File: src/pcsc_pkg.sv
// ----------------------------------------------------------------------------
// pcsc_pkg
// Shared constants, state encoding and control structs of the PWM channel
// setting calculator.
// ----------------------------------------------------------------------------
package pcsc_pkg;

	localparam int CHANNELS = 4;
	localparam int CH_W     = (CHANNELS > 1) ? $clog2(CHANNELS) : 1;

	localparam int FREQ_W   = 20;
	localparam int PERIOD_W = 20;
	localparam int DUTY_W   = 19;
	localparam int LEVEL_W  = 7;
	localparam int INTEN_W  = 8;
	localparam int CHSEL_W  = 3;
	localparam int DIVR_W   = 7;

	localparam int DIV_STEPS = PERIOD_W;
	localparam int CNT_W     = $clog2(DIV_STEPS);

	localparam logic [PERIOD_W-1:0] US_PER_S   = PERIOD_W'(1000000);
	localparam logic [INTEN_W-1:0]  MAX_LEVEL  = INTEN_W'(100);
	localparam logic [INTEN_W-1:0]  HALF_LEVEL = INTEN_W'(50);
	localparam logic [INTEN_W-1:0]  DIV_HIGH   = INTEN_W'(100);

	localparam logic [FREQ_W-1:0] MIN_FREQ_RST = FREQ_W'(100);
	localparam logic [FREQ_W-1:0] MAX_FREQ_RST = FREQ_W'(10000);

	localparam logic OP_SET    = 1'b0;
	localparam logic OP_STATUS = 1'b1;

	localparam logic REG_MIN_FREQ = 1'b0;
	localparam logic REG_MAX_FREQ = 1'b1;

	localparam logic STATUS_OK  = 1'b0;
	localparam logic STATUS_ERR = 1'b1;

	typedef enum logic [2:0] {
		ST_IDLE,
		ST_EVAL,
		ST_DIV_PERIOD,
		ST_LOAD_DUTY,
		ST_DIV_DUTY,
		ST_EMIT
	} state_t;

	typedef struct packed {
		logic capture;
		logic start_period;
		logic start_duty;
		logic step;
		logic emit;
	} cmd_t;

	typedef struct packed {
		logic needs_div;
		logic div_last;
		logic out_busy;
	} sts_t;

endpackage

File: src/pcsc_if.sv
// ----------------------------------------------------------------------------
// pcsc interfaces
// Request, response and register write channels with valid/ready handshake.
// ----------------------------------------------------------------------------
interface pcsc_req_if;
	logic                              valid;
	logic                              ready;
	logic                              op;
	logic [pcsc_pkg::CHSEL_W-1:0]      channel;
	logic [pcsc_pkg::FREQ_W-1:0]       frequency;
	logic [pcsc_pkg::INTEN_W-1:0]      intensity;

	modport source (output valid, op, channel, frequency, intensity, input ready);
	modport sink   (input valid, op, channel, frequency, intensity, output ready);
endinterface

interface pcsc_rsp_if;
	logic                              valid;
	logic                              ready;
	logic                              status;
	logic                              stop_first;
	logic [pcsc_pkg::PERIOD_W-1:0]     old_period_us;
	logic [pcsc_pkg::PERIOD_W-1:0]     period_us;
	logic [pcsc_pkg::DUTY_W-1:0]       duty_us;
	logic                              enabled;
	logic [pcsc_pkg::LEVEL_W-1:0]      level_now;

	modport source (output valid, status, stop_first, old_period_us, period_us, duty_us,
		enabled, level_now, input ready);
	modport sink   (input valid, status, stop_first, old_period_us, period_us, duty_us,
		enabled, level_now, output ready);
endinterface

interface pcsc_cfg_if;
	logic                              valid;
	logic                              ready;
	logic                              index;
	logic [pcsc_pkg::FREQ_W-1:0]       data;

	modport source (output valid, index, data, input ready);
	modport sink   (input valid, index, data, output ready);
endinterface

File: src/pcsc_ctrl.sv
// ----------------------------------------------------------------------------
// pcsc_ctrl
// Sequencer: classifies the request, runs the period and duty divisions on
// the shared divider and hands the result to the output register.
// ----------------------------------------------------------------------------
module pcsc_ctrl (
	input  logic            clk,
	input  logic            arst_n,
	input  logic            req_valid,
	output logic            req_ready,
	input  pcsc_pkg::sts_t  sts,
	output pcsc_pkg::cmd_t  cmd
);

	pcsc_pkg::state_t state_q, state_nx;

	always_ff @(posedge clk or negedge arst_n) begin
		if (!arst_n) begin
			state_q <= pcsc_pkg::ST_IDLE;
		end else begin
			state_q <= state_nx;
		end
	end

	always_comb begin
		state_nx = state_q;
		unique case (state_q)
			pcsc_pkg::ST_IDLE: begin
				if (req_valid) state_nx = pcsc_pkg::ST_EVAL;
			end
			pcsc_pkg::ST_EVAL: begin
				state_nx = sts.needs_div ? pcsc_pkg::ST_DIV_PERIOD : pcsc_pkg::ST_EMIT;
			end
			pcsc_pkg::ST_DIV_PERIOD: begin
				if (sts.div_last) state_nx = pcsc_pkg::ST_LOAD_DUTY;
			end
			pcsc_pkg::ST_LOAD_DUTY: begin
				state_nx = pcsc_pkg::ST_DIV_DUTY;
			end
			pcsc_pkg::ST_DIV_DUTY: begin
				if (sts.div_last) state_nx = pcsc_pkg::ST_EMIT;
			end
			pcsc_pkg::ST_EMIT: begin
				if (!sts.out_busy) state_nx = pcsc_pkg::ST_IDLE;
			end
			default: begin
				state_nx = pcsc_pkg::ST_IDLE;
			end
		endcase
	end

	always_comb begin
		cmd       = '0;
		req_ready = 1'b0;
		unique case (state_q)
			pcsc_pkg::ST_IDLE: begin
				req_ready   = 1'b1;
				cmd.capture = req_valid;
			end
			pcsc_pkg::ST_EVAL: begin
				cmd.start_period = sts.needs_div;
			end
			pcsc_pkg::ST_DIV_PERIOD: begin
				cmd.step = 1'b1;
			end
			pcsc_pkg::ST_LOAD_DUTY: begin
				cmd.start_duty = 1'b1;
			end
			pcsc_pkg::ST_DIV_DUTY: begin
				cmd.step = 1'b1;
			end
			pcsc_pkg::ST_EMIT: begin
				cmd.emit = !sts.out_busy;
			end
			default: begin
				cmd = '0;
			end
		endcase
	end

endmodule

File: src/pcsc_dp.sv
// ----------------------------------------------------------------------------
// pcsc_dp
// Datapath: request and limit registers, per-channel state, a restoring
// divider shared by both divisions, and the response register.
// ----------------------------------------------------------------------------
module pcsc_dp (
	input  logic                           clk,
	input  logic                           arst_n,
	input  logic                           op,
	input  logic [pcsc_pkg::CHSEL_W-1:0]   channel,
	input  logic [pcsc_pkg::FREQ_W-1:0]    frequency,
	input  logic [pcsc_pkg::INTEN_W-1:0]   intensity,
	pcsc_cfg_if.sink                       cfg,
	pcsc_rsp_if.source                     rsp,
	input  pcsc_pkg::cmd_t                 cmd,
	output pcsc_pkg::sts_t                 sts
);

	// request registers
	logic                            op_q;
	logic [pcsc_pkg::CHSEL_W-1:0]    ch_q;
	logic [pcsc_pkg::FREQ_W-1:0]     freq_q;
	logic [pcsc_pkg::INTEN_W-1:0]    lvl_q;

	// limits
	logic [pcsc_pkg::FREQ_W-1:0]     min_freq_q;
	logic [pcsc_pkg::FREQ_W-1:0]     max_freq_q;

	// channel state
	logic                            on_q     [pcsc_pkg::CHANNELS];
	logic [pcsc_pkg::LEVEL_W-1:0]    level_q  [pcsc_pkg::CHANNELS];
	logic [pcsc_pkg::PERIOD_W-1:0]   last_q   [pcsc_pkg::CHANNELS];

	// divider
	logic [pcsc_pkg::PERIOD_W-1:0]   num_q;
	logic [pcsc_pkg::PERIOD_W-1:0]   rem_q;
	logic [pcsc_pkg::PERIOD_W-1:0]   den_q;
	logic [pcsc_pkg::CNT_W-1:0]      cnt_q;
	logic [pcsc_pkg::PERIOD_W-1:0]   period_q;
	logic [pcsc_pkg::PERIOD_W:0]     trial;
	logic                            qbit;

	// response register
	logic                            out_valid_q;
	logic                            status_q;
	logic                            stop_q;
	logic [pcsc_pkg::PERIOD_W-1:0]   old_q;
	logic [pcsc_pkg::PERIOD_W-1:0]   per_out_q;
	logic [pcsc_pkg::DUTY_W-1:0]     duty_out_q;
	logic                            en_out_q;
	logic [pcsc_pkg::LEVEL_W-1:0]    lvl_out_q;

	logic [pcsc_pkg::CH_W-1:0]       idx;
	logic                            bad_ch;
	logic                            is_status;
	logic                            is_disable;
	logic                            out_range;
	logic                            cur_on;
	logic [pcsc_pkg::LEVEL_W-1:0]    cur_level;
	logic [pcsc_pkg::PERIOD_W-1:0]   cur_last;
	logic [pcsc_pkg::INTEN_W-1:0]    divisor;

	assign idx        = ch_q[pcsc_pkg::CH_W-1:0];
	assign bad_ch     = 32'(ch_q) >= 32'(pcsc_pkg::CHANNELS);
	assign is_status  = (op_q == pcsc_pkg::OP_STATUS);
	assign is_disable = (freq_q == '0) || (lvl_q == '0);
	assign out_range  = (freq_q < min_freq_q) || (freq_q > max_freq_q)
		|| (lvl_q > pcsc_pkg::MAX_LEVEL);

	assign cur_on    = bad_ch ? 1'b0 : on_q[idx];
	assign cur_level = bad_ch ? '0 : level_q[idx];
	assign cur_last  = bad_ch ? '0 : last_q[idx];

	// floor(98*L/100) equals L - ceil(L/50) for L in 1..100, so the divisor
	// is 100 - L plus one or two; it never leaves 2..100
	assign divisor = pcsc_pkg::DIV_HIGH - lvl_q
		+ ((lvl_q > pcsc_pkg::HALF_LEVEL) ? pcsc_pkg::INTEN_W'(2) : pcsc_pkg::INTEN_W'(1));

	assign sts.needs_div = !bad_ch && !is_status && !is_disable && !out_range;
	assign sts.div_last  = (cnt_q == pcsc_pkg::CNT_W'(pcsc_pkg::DIV_STEPS - 1));
	assign sts.out_busy  = out_valid_q && !rsp.ready;

	assign cfg.ready = 1'b1;

	always_ff @(posedge clk) begin
		if (cmd.capture) begin
			op_q   <= op;
			ch_q   <= channel;
			freq_q <= frequency;
			lvl_q  <= intensity;
		end
	end

	always_ff @(posedge clk or negedge arst_n) begin
		if (!arst_n) begin
			min_freq_q <= pcsc_pkg::MIN_FREQ_RST;
			max_freq_q <= pcsc_pkg::MAX_FREQ_RST;
		end else if (cfg.valid) begin
			unique case (cfg.index)
				pcsc_pkg::REG_MIN_FREQ: min_freq_q <= cfg.data;
				pcsc_pkg::REG_MAX_FREQ: max_freq_q <= cfg.data;
				default: ;
			endcase
		end
	end

	// one quotient bit per step, MSB first
	assign trial = {rem_q, num_q[pcsc_pkg::PERIOD_W-1]};
	assign qbit  = (trial >= {1'b0, den_q});

	always_ff @(posedge clk) begin
		if (cmd.start_period) begin
			num_q <= pcsc_pkg::US_PER_S;
			rem_q <= '0;
			den_q <= freq_q;
			cnt_q <= '0;
		end else if (cmd.start_duty) begin
			period_q <= num_q;
			rem_q    <= '0;
			den_q    <= pcsc_pkg::PERIOD_W'(divisor);
			cnt_q    <= '0;
		end else if (cmd.step) begin
			rem_q <= qbit ? pcsc_pkg::PERIOD_W'(trial - {1'b0, den_q})
				: trial[pcsc_pkg::PERIOD_W-1:0];
			num_q <= {num_q[pcsc_pkg::PERIOD_W-2:0], qbit};
			cnt_q <= cnt_q + pcsc_pkg::CNT_W'(1);
		end
	end

	// update channel state on emit of a set request that is not rejected
	always_ff @(posedge clk or negedge arst_n) begin
		if (!arst_n) begin
			for (int i = 0; i < pcsc_pkg::CHANNELS; i++) begin
				on_q[i]    <= 1'b0;
				level_q[i] <= '0;
				last_q[i]  <= '0;
			end
		end else if (cmd.emit && !bad_ch && !is_status) begin
			if (is_disable) begin
				on_q[idx]    <= 1'b0;
				level_q[idx] <= '0;
				last_q[idx]  <= '0;
			end else if (!out_range) begin
				on_q[idx]    <= 1'b1;
				level_q[idx] <= lvl_q[pcsc_pkg::LEVEL_W-1:0];
				last_q[idx]  <= period_q;
			end
		end
	end

	always_ff @(posedge clk or negedge arst_n) begin
		if (!arst_n) begin
			out_valid_q <= 1'b0;
		end else if (cmd.emit) begin
			out_valid_q <= 1'b1;
		end else if (rsp.ready) begin
			out_valid_q <= 1'b0;
		end
	end

	always_ff @(posedge clk) begin
		if (cmd.emit) begin
			status_q   <= pcsc_pkg::STATUS_OK;
			stop_q     <= 1'b0;
			old_q      <= '0;
			per_out_q  <= '0;
			duty_out_q <= '0;
			en_out_q   <= 1'b0;
			lvl_out_q  <= '0;
			if (bad_ch) begin
				status_q <= pcsc_pkg::STATUS_ERR;
			end else if (is_status) begin
				en_out_q  <= cur_on;
				lvl_out_q <= cur_on ? cur_level : '0;
			end else if (is_disable) begin
				stop_q <= (cur_last != '0);
				old_q  <= cur_last;
			end else if (out_range) begin
				status_q  <= pcsc_pkg::STATUS_ERR;
				en_out_q  <= cur_on;
				lvl_out_q <= cur_on ? cur_level : '0;
			end else begin
				stop_q     <= (cur_last != '0);
				old_q      <= cur_last;
				per_out_q  <= period_q;
				duty_out_q <= num_q[pcsc_pkg::DUTY_W-1:0];
				en_out_q   <= 1'b1;
				lvl_out_q  <= lvl_q[pcsc_pkg::LEVEL_W-1:0];
			end
		end
	end

	assign rsp.valid         = out_valid_q;
	assign rsp.status        = status_q;
	assign rsp.stop_first    = stop_q;
	assign rsp.old_period_us = old_q;
	assign rsp.period_us     = per_out_q;
	assign rsp.duty_us       = duty_out_q;
	assign rsp.enabled       = en_out_q;
	assign rsp.level_now     = lvl_out_q;

endmodule

File: src/pwm_channel_setting_calculator.sv
// ----------------------------------------------------------------------------
// pwm_channel_setting_calculator
// Flow: status, rejected and disable requests go from idle through evaluate
// to emit; an accepted set request runs the period and duty divisions (each
// 20 steps, one quotient bit per cycle) on one shared restoring divider
// between evaluate and emit. One request is in flight; the next is taken
// once the response is in the output register.
// Reset: all channels off with zero level and period, limits 100 and 10000 Hz.
// ----------------------------------------------------------------------------
module pwm_channel_setting_calculator (
	input  logic        clk,
	input  logic        arst_n,
	pcsc_req_if.sink    req,
	pcsc_rsp_if.source  rsp,
	pcsc_cfg_if.sink    cfg
);

	pcsc_pkg::cmd_t cmd;
	pcsc_pkg::sts_t sts;
	logic           req_ready;

	assign req.ready = req_ready;

	pcsc_ctrl u_ctrl (
		.clk       (clk),
		.arst_n    (arst_n),
		.req_valid (req.valid),
		.req_ready (req_ready),
		.sts       (sts),
		.cmd       (cmd)
	);

	pcsc_dp u_dp (
		.clk       (clk),
		.arst_n    (arst_n),
		.op        (req.op),
		.channel   (req.channel),
		.frequency (req.frequency),
		.intensity (req.intensity),
		.cfg       (cfg),
		.rsp       (rsp),
		.cmd       (cmd),
		.sts       (sts)
	);

	// one request at a time
	a_one_inflight: assert property (@(posedge clk) disable iff (!arst_n)
		req.valid && req.ready |=> !req.ready)
		else $error("request taken while another is in flight");

	// never overwrite a response that has not been taken
	a_no_overwrite: assert property (@(posedge clk) disable iff (!arst_n)
		cmd.emit |-> !(rsp.valid && !rsp.ready))
		else $error("response overwritten");

	// divider steps right after the period division is started
	a_div_runs: assert property (@(posedge clk) disable iff (!arst_n)
		cmd.start_period |=> cmd.step)
		else $error("divider did not start");

endmodule
File: src/flat_wrapper.sv
// flat-port wrapper written by rule: the top's interface ports become plain ports
module pwm_channel_setting_calculator_flat 
  (clk, arst_n, req_valid, req_op, req_channel, req_frequency, req_intensity, req_ready, rsp_valid, rsp_status, rsp_stop_first, rsp_old_period_us, rsp_period_us, rsp_duty_us, rsp_enabled, rsp_level_now, rsp_ready, cfg_valid, cfg_index, cfg_data, cfg_ready);
  pcsc_req_if req_i ();
  pcsc_rsp_if rsp_i ();
  pcsc_cfg_if cfg_i ();
  input  logic clk;
  input  logic arst_n;
  input wire logic [$bits(req_i.valid)-1:0] req_valid;
  input wire logic [$bits(req_i.op)-1:0] req_op;
  input wire logic [$bits(req_i.channel)-1:0] req_channel;
  input wire logic [$bits(req_i.frequency)-1:0] req_frequency;
  input wire logic [$bits(req_i.intensity)-1:0] req_intensity;
  output wire logic [$bits(req_i.ready)-1:0] req_ready;
  output wire logic [$bits(rsp_i.valid)-1:0] rsp_valid;
  output wire logic [$bits(rsp_i.status)-1:0] rsp_status;
  output wire logic [$bits(rsp_i.stop_first)-1:0] rsp_stop_first;
  output wire logic [$bits(rsp_i.old_period_us)-1:0] rsp_old_period_us;
  output wire logic [$bits(rsp_i.period_us)-1:0] rsp_period_us;
  output wire logic [$bits(rsp_i.duty_us)-1:0] rsp_duty_us;
  output wire logic [$bits(rsp_i.enabled)-1:0] rsp_enabled;
  output wire logic [$bits(rsp_i.level_now)-1:0] rsp_level_now;
  input wire logic [$bits(rsp_i.ready)-1:0] rsp_ready;
  input wire logic [$bits(cfg_i.valid)-1:0] cfg_valid;
  input wire logic [$bits(cfg_i.index)-1:0] cfg_index;
  input wire logic [$bits(cfg_i.data)-1:0] cfg_data;
  output wire logic [$bits(cfg_i.ready)-1:0] cfg_ready;
  assign req_i.valid = req_valid;
  assign req_i.op = req_op;
  assign req_i.channel = req_channel;
  assign req_i.frequency = req_frequency;
  assign req_i.intensity = req_intensity;
  assign req_ready = req_i.ready;
  assign rsp_valid = rsp_i.valid;
  assign rsp_status = rsp_i.status;
  assign rsp_stop_first = rsp_i.stop_first;
  assign rsp_old_period_us = rsp_i.old_period_us;
  assign rsp_period_us = rsp_i.period_us;
  assign rsp_duty_us = rsp_i.duty_us;
  assign rsp_enabled = rsp_i.enabled;
  assign rsp_level_now = rsp_i.level_now;
  assign rsp_i.ready = rsp_ready;
  assign cfg_i.valid = cfg_valid;
  assign cfg_i.index = cfg_index;
  assign cfg_i.data = cfg_data;
  assign cfg_ready = cfg_i.ready;
  pwm_channel_setting_calculator u_core (.clk(clk), .arst_n(arst_n), .req(req_i), .rsp(rsp_i), .cfg(cfg_i));
endmodule
File: config.mk
export PLATFORM = sky130hd
export DESIGN_NAME = pwm_channel_setting_calculator_flat
export DESIGN_NICKNAME = d
export VERILOG_FILES = /design/src/pcsc_pkg.sv /design/src/pcsc_if.sv /design/src/pcsc_ctrl.sv /design/src/pcsc_dp.sv /design/src/pwm_channel_setting_calculator.sv /design/src/flat_wrapper.sv
export SDC_FILE = /design/constraint.sdc
export NUM_CORES = 1
export LEC_CHECK = 0
export ABC_AREA = 0
export BUFFER_PORTS_ARGS = -buffer_cell sky130_fd_sc_hd__buf_2
export CORE_MARGIN = 2
export CORE_UTILIZATION = 62
export CTS_BUF_LIST = sky130_fd_sc_hd__clkbuf_2
export DETAILED_ROUTE_END_ITERATION = 10
export PLACE_DENSITY = 0.88
export SLEW_MARGIN = 10
export SYNTH_ARGS = -nofsm -noshare
export SYNTH_HDL_FRONTEND = slang
export SYNTH_SLANG_ARGS = --single-unit
File: constraint.sdc
create_clock -name clk -period 8.6 [get_ports clk]
set_input_delay 0.86 -clock clk [delete_from_list [all_inputs] [get_ports clk]]
set_output_delay 0.86 -clock clk [all_outputs]
set_load 0.01 [all_outputs]
Word-level counts from Yosys, hierarchy flattened
Cells that the tools add are included.
Word-level totals
  logic and storage cells: 155
  input port bits: 58
  output and inout bits: 72
  flip-flop bits (word level): 342
Cells by class
  order comparisons: 8
  reductions and logical operators: 32
  bitwise logic cells: 11
  mux-type cells: 57
  equal/unequal tests: 11
  add/subtract/negate cells: 4
Operators by type and width (number)
  two-way mux 20 bit: 9
  two-way mux 80 bit: 2
  AND 80 bit: 1
  bitwise mux 80 bit: 1
  inverter 80 bit: 1
  two-way mux 28 bit: 2
  two-way mux 7 bit: 7
  binary-select mux 20 bit (select 2 bit): 1
  demux 20 bit (select 2 bit): 1
  AND 28 bit: 1
  bitwise mux 28 bit: 1
  inverter 28 bit: 1
  greater-or-equal comparator 21 x 20 -> 1 bit: 1
  greater-than comparator 20 bit: 1
  zero test 20 bit: 1
  < comparator 20 bit: 1
  two-way mux 1 bit: 20
  nonzero test 20 bit: 1
  subtractor 20 bit: 1
  case mux 3 bit (6 select lines): 1
  two-way mux 3 bit: 5
  binary-select mux 7 bit (select 2 bit): 1
  demux 7 bit (select 2 bit): 1
  AND reduction 2 bit: 5
  other kinds (31): 56

Depth between registers and ports, before layout
  depth in word-level cells: 9
  gate-level depth with buffers: 12
  gate-level depth less buffers: 11

By module
Synthesis repeated with hierarchy kept, for this count alone.
Unflattened totals
  cells, all modules: 1273
  area, all modules: 16259.3 sq um
By module, submodules not included
  pcsc_dp: area each 16022.9 sq um, seq. area each 8973.6 sq um, cells each 1245, times used 1
  pcsc_ctrl: area each 236.5 sq um, seq. area each 75.1 sq um, cells each 28, times used 1

Worst setup path before layout
Ideal clock, no wire load.
  path kind: input-to-reg
  start point: input port rsp_ready
  end point: register (tool-made name)
  setup time: 125 ps
  required time: 8475 ps
  path buffers: 1
  arrival time: 7567 ps
  setup slack: 908 ps
  stages: 5
  path through: nand2b_1 nor3b_1 and4_1 buf_6 mux2_2
RTL lines
  start: declaration: RTL line flat_wrapper.sv:23  | input wire logic [$bits(rsp_i.ready)-1:0] rsp_ready;

Final worst setup path
  start point: register u_core.u_dp.freq_q[16] in the netlist's numbering
  end point: register u_core.u_dp.last_q[61] in the netlist's numbering
Between the ends
  word-level cells in the longest chain between the ends: 5
  elaborated cells on any way between the ends: 9
  those cells by class: order compare: 2; eq/ne: 1; mux: 1; reduce/logical: 5
Ends and longest elaborated chain
  start: declaration: RTL line pcsc_dp.sv:22  | logic [pcsc_pkg::FREQ_W-1:0] freq_q;
  start signal: assignment: RTL line pcsc_dp.sv:89  | freq_q <= frequency;
  < comparator 20 bit / greater-than comparator 20 bit (equally long branches): RTL line pcsc_dp.sv:67  | assign out_range = (freq_q < min_freq_q) || (freq_q > max_freq_q)
  logical OR 1 bit: RTL line pcsc_dp.sv:67
  logical OR 1 bit: RTL line pcsc_dp.sv:68  | || (lvl_q > pcsc_pkg::MAX_LEVEL);
  != test 2 bit (no line)
  AND reduction 2 bit (no line)
  end signal: indexed assignment: RTL line pcsc_dp.sv:146  | last_q[idx] <= period_q;
  end: declaration: RTL line pcsc_dp.sv:32  | logic [pcsc_pkg::PERIOD_W-1:0] last_q [pcsc_pkg::CHANNELS];
Parallel ways exist; a longest one is shown, timed or not.
A chain may end at the register's enable or synchronous reset.

==> impl_metrics.ini <==
[outcome]
status = completed

[yosys]
synthArstFlopShare_pct = 45.6
synth-seq-area-share_pct = 56.4
yosysTopAreaCell = edfxtp_1
avgSynthCellArea_um2 = 11.5
syn_nets = 1518
ys_types = 74
synth_top_area_share_pct = 26.4
ys.flop_type = dfrtp_1
syn_inst = 1396
synth_edf_count = 141
yosys-top-cells-area = edfxtp_1 (26%), dfrtp_1 (23%), dfxtp_1 (5.6%), ha_1 (4.8%), nand2_1 (4.4%)
synth_area_mm2 = 0.0160
synth_warnings = 0
yosys_register_bits = 342

[cts]
cts_resized = 0
clk_path_buf_depth = 3
numClockSinks = 342
numCtsBuffers = 83
cts_setup_buffers = 0
htreeDepth = 3
cts_root_buffer = clkbuf_2
path_clk_slew_ns = 0.11
clkLatencyLatePin_ns = 0.93
cts_tree = yes

[grt]
grt_pass1_vias = 11456
grt-ovfl-total = 0
antenna_found_initial = 1
grt_use_total_pct = 26.4
grt_pass1_wl_um = 56000
grt_max_degree = 87

[timing]
rsz0062_at_grt = no
slew_headroom_pct = 38.4
tightest_slew_ns = 0.924
skew_ns = 0.104
slew_violations = 0
fin_crit_ns = 4.12
finalCritPeriodShare_pct = 47.9
worst_slack_ns = 4.48
setup_viol_count_final = 0
fmax_mhz = 243
tns_ns = 0
hold_viol = 0

[floorplan]
rows = 58
die_x_um = 165
start_util_pct = 63.5
coreArea_mm2 = 0.0253
io_pins = 130
die-area_mm2 = 0.0272
die_h_um = 165

[setup_path]
arrival_ns = 4.89
crit_fanout = 25
slowest_delay_ns = 0.64
cp-start-kind = flip-flop
rrSetupSlack_ns = 4.48
path_class = reg -> reg
worstPathRequired_ns = 9.37
reg2reg_depth = 8
worstPathCellList = nor4_1, nand3_2, and2_1, o2bb2ai_1, nor2_2, and4_1, buf_4, mux2i_1
cp_slowest_cell = nor2_2
crit_path_end_kind = flip-flop

[cells_and_area]
seq_area_mm2 = 0.00905
fin_area_mm2 = 0.0175
fillerInstances = 1746
layout_common_cells = nand2_1 (188), dfrtp_1 (148), edfxtp_1 (141)
final_common_cell = nand2_1
nets = 1671
multiInputGateArea_mm2 = 0.00618
area_growth_pct = 9.40
drive_gt1_share_pct = 22.8

[drt]
dr_total_vias = 11383
drt.antenna.violating_nets = 0
wl_per_cell_um = 17.9
wl_um = 34900
drc = 0
firstDrtPassIters = 5
drtIter0Drc = 1061
viasPerCell = 5.84

[pwr]
p_total_mw = 4.76
leakagePower_nw = 7.94
vdd_drop_max_v = 0.000162
powerDensity_mw_per_mm2 = 271

[placement]
preCtsSetupSlack_ns = 4.50
gp_congestion = 0.918
dp_hpwl_um = 24100
dpl_cell_area_mm2 = 0.0167
portBuffers = 128

[job]
drv_cap = 0

[hold_path]
holdCritPathClass = in -> reg
hold_depth = 1
-- power by group --
group          internal (mW)  switching [mW]  total, mW
registers               2.08           0.221       2.30
logic                  0.588           0.818       1.41
clock network          0.398           0.659       1.06
total                   3.06            1.70       4.76
-- logic make-up after synthesis --
kind of cell | count (synthesis) | synth area share (%)
flops | 342 | 56.4
fa+ha+maj | 64 | 5.09
simple gates | 434 | 13.2
xor+xnor | 24 | 1.31
mux | 105 | 9.08
other cells | 1 | 0.0234
buf+inv | 169 | 5.18
compound gates | 257 | 9.72
-- synthesized netlist by cell type, drive strengths merged (10+ instances only) --
cell type / n
mux2i: 45
nor2b: 11
a211oi: 28
nand2: 188
mux4: 28
inv: 92
and2: 46
nor3: 10
xor2: 15
buf: 33
and3: 37
a21o: 10
edfxtp: 141
nor2: 73
nand3: 15
o21ai: 133
ha: 62
mux2: 32
clkbuf: 44
nor4: 13
dfrtp: 148
a21oi: 39
dfxtp: 45
-- worst paths after layout --
check	end	from
max	u_core.u_dp.last_q[61]	u_core.u_dp.freq_q[16]
min reg2reg	u_core.u_dp.period_q[19]	u_core.u_dp.num_q[19]
max reg2reg	u_core.u_dp.last_q[61]	u_core.u_dp.freq_q[16]
min	u_core.u_dp.freq_q[2]	req_frequency[2]
min in group asynchronous	u_core.u_dp.last_q[52]	arst_n
max in group asynchronous	u_core.u_dp.min_freq_q[11]	arst_n
-- flip-flops by register name, summed over array words and instances, names as in the netlist, named ones only --
register,cells
u_core.u_dp.max_freq_q,20
u_core.u_dp.is_status,1
u_core.u_dp.rsp.status,1
u_core.u_dp.rsp.level_now,7
u_core.u_dp.num_q,20
u_core.u_dp.rsp.stop_first,1
u_core.u_dp.freq_q,20
u_core.u_dp.den_q,20
u_core.u_dp.rsp.old_period_us,20
u_core.u_dp.rsp.duty_us,19
u_core.u_dp.rsp.valid,1
u_core.u_dp.period_q,20
u_core.u_dp.ch_q,3
u_core.u_dp.last_q,80
u_core.u_dp.rsp.period_us,20
u_core.u_ctrl.state_q,3
u_core.u_dp.min_freq_q,20
u_core.u_dp.cnt_q,5
u_core.u_dp.rsp.enabled,1
u_core.u_dp.lvl_q,8
u_core.u_dp.level_q,28
u_core.u_dp.rem_q,20
-- stage by stage --
stage,util [%],cells,hold slack (ns)
floorplan,-,1396,0.408
global placement,66.3,1793,0.433
detailed placement,66.3,1793,0.442
CTS,69.4,1948,0.0943
global route,69.5,1949,0.117
finish,69.5,1949,0.153
-- timing repair --
| action | in CTS | in global routing |
|---|---|---|
| hold buffers | 1 | 0 |
| endpoints found under the setup margin | 0 | 0 |
| hold endpoints to repair | 48 | 0 |
-- critical path, delay by kind of cell (launching register included) --
| family | cells | cell delay, ns |
|---|---|---|
| and+or+nand+nor | 5 | 2.50 |
| DFF | 1 | 0.49 |
| buffers and inverters | 1 | 0.46 |
| AOI/OAI and AO/OA | 1 | 0.32 |
| muxes | 1 | 0.22 |
-- layout make-up --
cell class              count  share of cell area [%]
diodes                      1                  0.0143
clock buffers             123                    3.51
clock inverters            31                   0.927
inverters                  92                    1.97
multi-input cells         885                    35.2
flip-flops and latches    342                    51.6
well taps                 330                    2.35
repair buffers            145                    4.43
-- layer usage --
metal	track usage (%)	routed length, um	vias to the layer above
li1	-	-	5312
met1	34.3	14400	5473
met2	43.5	17000	514
met3	5.42	2660	84
met4	11.1	933	0
met5	0	0	-
No activity file was read; power rests on OpenSTA's default activity.
